$ cat src/design/isl_pkg.sv
// ----------------------------------------------------------------------------
// isl_pkg
// types and codes shared by the indexed shift list modules
// ----------------------------------------------------------------------------
package isl_pkg;

    typedef logic signed [31:0] t_word;

    // one command transfer
    typedef struct packed {
        logic [3:0]  func;
        logic [6:0]  index;
        t_word       value;
    } t_in;

    // one result transfer
    typedef struct packed {
        t_word       data;
        logic [6:0]  count;
        logic [1:0]  status;
    } t_out;

    // operation codes
    localparam logic [3:0] FUNC_READ       = 4'd0;
    localparam logic [3:0] FUNC_WRITE      = 4'd1;
    localparam logic [3:0] FUNC_PUSH_BACK  = 4'd2;
    localparam logic [3:0] FUNC_PUSH_FRONT = 4'd3;
    localparam logic [3:0] FUNC_POP_BACK   = 4'd4;
    localparam logic [3:0] FUNC_POP_FRONT  = 4'd5;
    localparam logic [3:0] FUNC_INSERT     = 4'd6;
    localparam logic [3:0] FUNC_REMOVE     = 4'd7;
    localparam logic [3:0] FUNC_CLEAR      = 4'd8;
    localparam logic [3:0] FUNC_FRONT      = 4'd9;
    localparam logic [3:0] FUNC_BACK       = 4'd10;

    // status codes
    localparam logic [1:0] ST_OK    = 2'd0;
    localparam logic [1:0] ST_RANGE = 2'd1;
    localparam logic [1:0] ST_EMPTY = 2'd2;
    localparam logic [1:0] ST_FULL  = 2'd3;

    localparam t_word BAD_READ_WORD = -32'sd1;

    // cells per registered group of the read-out tree
    localparam int TREE_GRP = 16;

    // what each cell does this cycle
    typedef enum logic [1:0] {
        CELL_HOLD  = 2'd0,
        CELL_WRITE = 2'd1,
        CELL_INS   = 2'd2,
        CELL_DEL   = 2'd3
    } t_cell_op;

    typedef struct packed {
        t_cell_op op;
        logic     tap_en;
    } t_cell_ctl;

endpackage

$ cat src/design/isl_cell.sv
// ----------------------------------------------------------------------------
// isl_cell
// one list position: holds a word, takes a neighbor's word on insert/remove
// ----------------------------------------------------------------------------
module isl_cell import isl_pkg::*; #(
    parameter int IDX_W    = 6,
    parameter int CELL_POS = 0
) (
    input  logic             i_clk,
    input  t_cell_ctl        i_ctl,
    input  logic [IDX_W-1:0] i_pos,
    input  logic [IDX_W-1:0] i_sel,
    input  t_word            i_value,
    input  t_word            i_prev,
    input  t_word            i_next,
    output t_word            o_word,
    output t_word            o_tap
);

    localparam logic [IDX_W-1:0] MY_POS = IDX_W'(CELL_POS);

    t_word r_word;
    t_word n_word;
    t_word r_tap;

    // next word from the broadcast operation
    always_comb begin
        n_word = r_word;
        case (i_ctl.op)
            CELL_WRITE: begin
                if (MY_POS == i_pos) n_word = i_value;
            end
            CELL_INS: begin
                if (MY_POS > i_pos) n_word = i_prev;
                else if (MY_POS == i_pos) n_word = i_value;
            end
            CELL_DEL: begin
                if (MY_POS >= i_pos) n_word = i_next;
            end
            default: begin
                n_word = r_word;
            end
        endcase
    end

    // word storage and read tap
    always_ff @(posedge i_clk) begin
        r_word <= n_word;
        r_tap  <= (i_ctl.tap_en && (MY_POS == i_sel)) ? r_word : '0;
    end

    assign o_word = r_word;
    assign o_tap  = r_tap;

endmodule

$ cat config.mk
export PLATFORM = sky130hd
export DESIGN_NAME = isl_cell
export DESIGN_NICKNAME = d
export VERILOG_FILES = /design/src/design/isl_pkg.sv /design/src/design/isl_cell.sv
export SDC_FILE = /design/constraint.sdc
export NUM_CORES = 1
export LEC_CHECK = 0
export BUFFER_PORTS_ARGS = -buffer_cell sky130_fd_sc_hd__buf_2
export CAP_MARGIN = 20
export CORE_ASPECT_RATIO = 0.8
export CORE_UTILIZATION = 45
export DETAILED_ROUTE_END_ITERATION = 10
export PLACE_DENSITY_LB_ADDON = 0.15
export SYNTH_ARGS = -nofsm -noshare
export SYNTH_HDL_FRONTEND = slang
export SYNTH_SLANG_ARGS = --single-unit
export TNS_END_PERCENT = 20
$ cat constraint.sdc
create_clock -name i_clk -period 8.31 [get_ports i_clk]
set_clock_uncertainty 0.1 [all_clocks]
set_input_delay 1.2465 -clock i_clk [delete_from_list [all_inputs] [get_ports i_clk]]
set_output_delay 1.2465 -clock i_clk [all_outputs]
set_load 0.03 [all_outputs]
==> key figures <==
Timing
  – Final setup fails: 0
  – Min Tclk post-route: 2.98 ns
  – Final Cycle Share: 35.9%
  – Fin. Hold Viols: 0
  – Hold_ws: 0.386 ns
  – Setup TNS: 0 ns
  – Least-Margin Pin Slew: 0.942 ns
  – Worst slew margin: 37.0%
  – FMAX: 335 MHz
  – Slew Viols, Final: 0
  – RSZ-0062 raised after global routing: false

Synthesis
  – Synthesized cell area: 0.00264 mm2
  – Synthesized area per cell: 10.3 um2
  – Synth cell types: 18
  – Synth Net Count: 368
  – Synth top area share: 36.4%
  – Register bit total from synthesis: 64
  – Synth area leader: edfxtp_1
  – Mapped Cells: 256
  – Part of the Yosys area used for sequential elements: 60.7%
  – Ranking of synthesized cells by area: edfxtp_1, dfxtp_1, a31oi_1, and2_1, nand3_1
  – Synth warnings: 0

Route
  – DRT Wirelength: 6890 um
  – DR WL/cell: 14.5 um
  – Drt initial violations: 196
  – DRC viols: 0
  – Final antenna-violating net count: 0
  – Total number of vias: 2468
  – Via/cell ratio: 5.18
  – Drt first pass iters: 5

Global routing
  – Largest net degree at the start of global routing: 66
  – Initial antenna violation count: 0
  – Total gr overflow: 0
  – Vias in the first global route: 2271
  – Gr usage total: 23.8%
  – First-pass GRT wire length: 11100 um

Min path
  – Worst Hold Class: reg2reg

Run
  – Max Cap Viol: 0

Clocking
  – Worst-path clk slew: 0.07 ns
  – TritonCTS buffer count: 9
  – CTS Root Cell: clkbuf_8
  – CTS Sinks: 64
  – CTS tree: done
  – Clock Path Buffers: 2
  – Number of post-CTS setup repair buffers: 0
  – H-tree levels: 3
  – Clock latency on the worst-skew pair: 0.34 ns
  – CTS Hold Bufs: 0
  – # resized after CTS: 0

Setup path
  – Worst setup EP type: register
  – CP required: 8.17 ns
  – Critical Path Source Type: input pin
  – CP Max Fanout: 43
  – CP Class: in2reg
  – Crit path DAT: 2.84 ns

Power and ir drop
  – Sequential power share: 48.6%
  – Power per cell area: 208 mW/mm2
  – Internal: 552 uW
  – Net Sw Frac: 26.9%
  – Combinational fraction of design power: 15.5%
  – Leak: 1.59 nW
  – Switching power: 203 uW
  – Maximum vdd drop: 0.126 mV
  – Clk network pwr share: 35.9%

Cells and area
  – Antenna cells: 0
  – Fin cells: 476
  – Layout area overhead: 37.6%
  – Fin nets: 505
  – Layout cell share with drive strength beyond 1: 42.2%
  – Fillers: 466
  – Sequential cell area: 0.00160 mm2
  – Area taken by multi-input logic gates: 943 um2

Floorplanning
  – Effective utilization at floorplan: 47.5%
  – # rows: 24
  – IO Pins: 176
  – Core area: 0.00556 mm2
  – Die area: 0.00617 mm2
  – Die height: 70.5 um
  – Chip Width: 87.6 um

Placed design
  – Post-Place Cells: 458
  – DP Wirelength: 4370 um
  – Port Buf Inserts: 143
  – Placer Congestion: 0.741

Status
  – Status: finished, final reports clean
power by group through the flow:
stage               Combinational, mW  Clock [mW]  Sequential, mW
floorplan                      0.0351           0           0.407
global placement                0.113           0           0.373
detailed placement              0.115           0           0.374
CTS                             0.116       0.277           0.367
global route                    0.126       0.290           0.370
finish                          0.117       0.271           0.367
layer usage:
| metal | global-route usage [%] | share of wire, % |
|---|---|---|
| met5 | 0 | 0 |
| met1 | 29.6 | 44 |
| met3 | 8.51 | 8.0 |
| met4 | 8.38 | 1.1 |
| met2 | 38.2 | 47 |
registers in the layout, summed over array words and instances, names as in the netlist:
signal	cells
o_word	32
o_tap	32
path summary, 6_finish.rpt:
path | start | to | slack (ns) | depth (start not counted)
worst max-delay path | i_ctl[2] | o_word[0] | 5.33 | 5
worst max register to register | o_word[20] | o_word[20] | 7.31 | 2
worst min-delay path | o_word[12] | o_tap[12] | 0.39 | 1
worst min register to register | o_word[12] | o_tap[12] | 0.39 | 1
layout make-up:
class	count	area share (%)
clock inverter	3	1.10
multi-input combinational	170	26.0
timing repair buffer	148	21.7
sequential	64	44.1
tap	78	2.69
clock buffer	13	4.41
metrics by stage:
stage	power (mW)	instance area, um2	setup WS (ns)	util [%]
6_report	0.755	3630	5.33	65.3
5_1_grt	0.787	3630	5.21	65.3
4_1_cts	0.760	3580	4.99	64.5
3_5_place_dp	0.489	3380	4.63	60.9
3_3_place_gp	0.486	3380	4.68	60.9
2_1_floorplan	0.442	2640	4.42	-
critical path, cell delays in order:
cell,delay [ns]
buf_2,0.11
nand2_2,0.34
buf_12,0.27
a21oi_1,0.10
nor2_4,0.76
cells in the mapped netlist:
cell / number
a21oi_1: 1
nor4_4: 1
edfxtp_1: 32
nor4_2: 1
or4_1: 1
nand3_1: 32
o21ai_1: 30
buf_2: 6
or4b_4: 1
nand2_1: 1
and2_1: 32
o21ai_0: 2
nor2_1: 35
buf_6: 3
clkbuf_1: 13
a31oi_1: 32
dfxtp_1: 32
or2_2: 1
cells by family after synthesis:
logic type / after synthesis / synth area share, %
compound gates: 65 / 13.9
buf+inv: 22 / 4.27
flops: 64 / 60.7
simple gates: 105 / 21.1
cells in the final DEF, fill, tap and decap left out:
cell,instances
a21oi_1,1
a31oi_1,32
and2_1,32
buf_12,1
buf_16,1
buf_2,143
buf_4,3
bufinv_16,1
clkbuf_1,3
clkbuf_16,1
clkbuf_8,9
clkinv_2,2
dfxtp_1,32
edfxtp_1,32
nand2_2,1
nand3_1,32
nor2_1,33
nor2_2,1
nor2_4,1
nor4_4,2
o21ai_0,2
o21ai_1,30
or2_2,1
or4_1,1
or4b_4,1
Note: power is estimated with default switching activity, not from simulation.
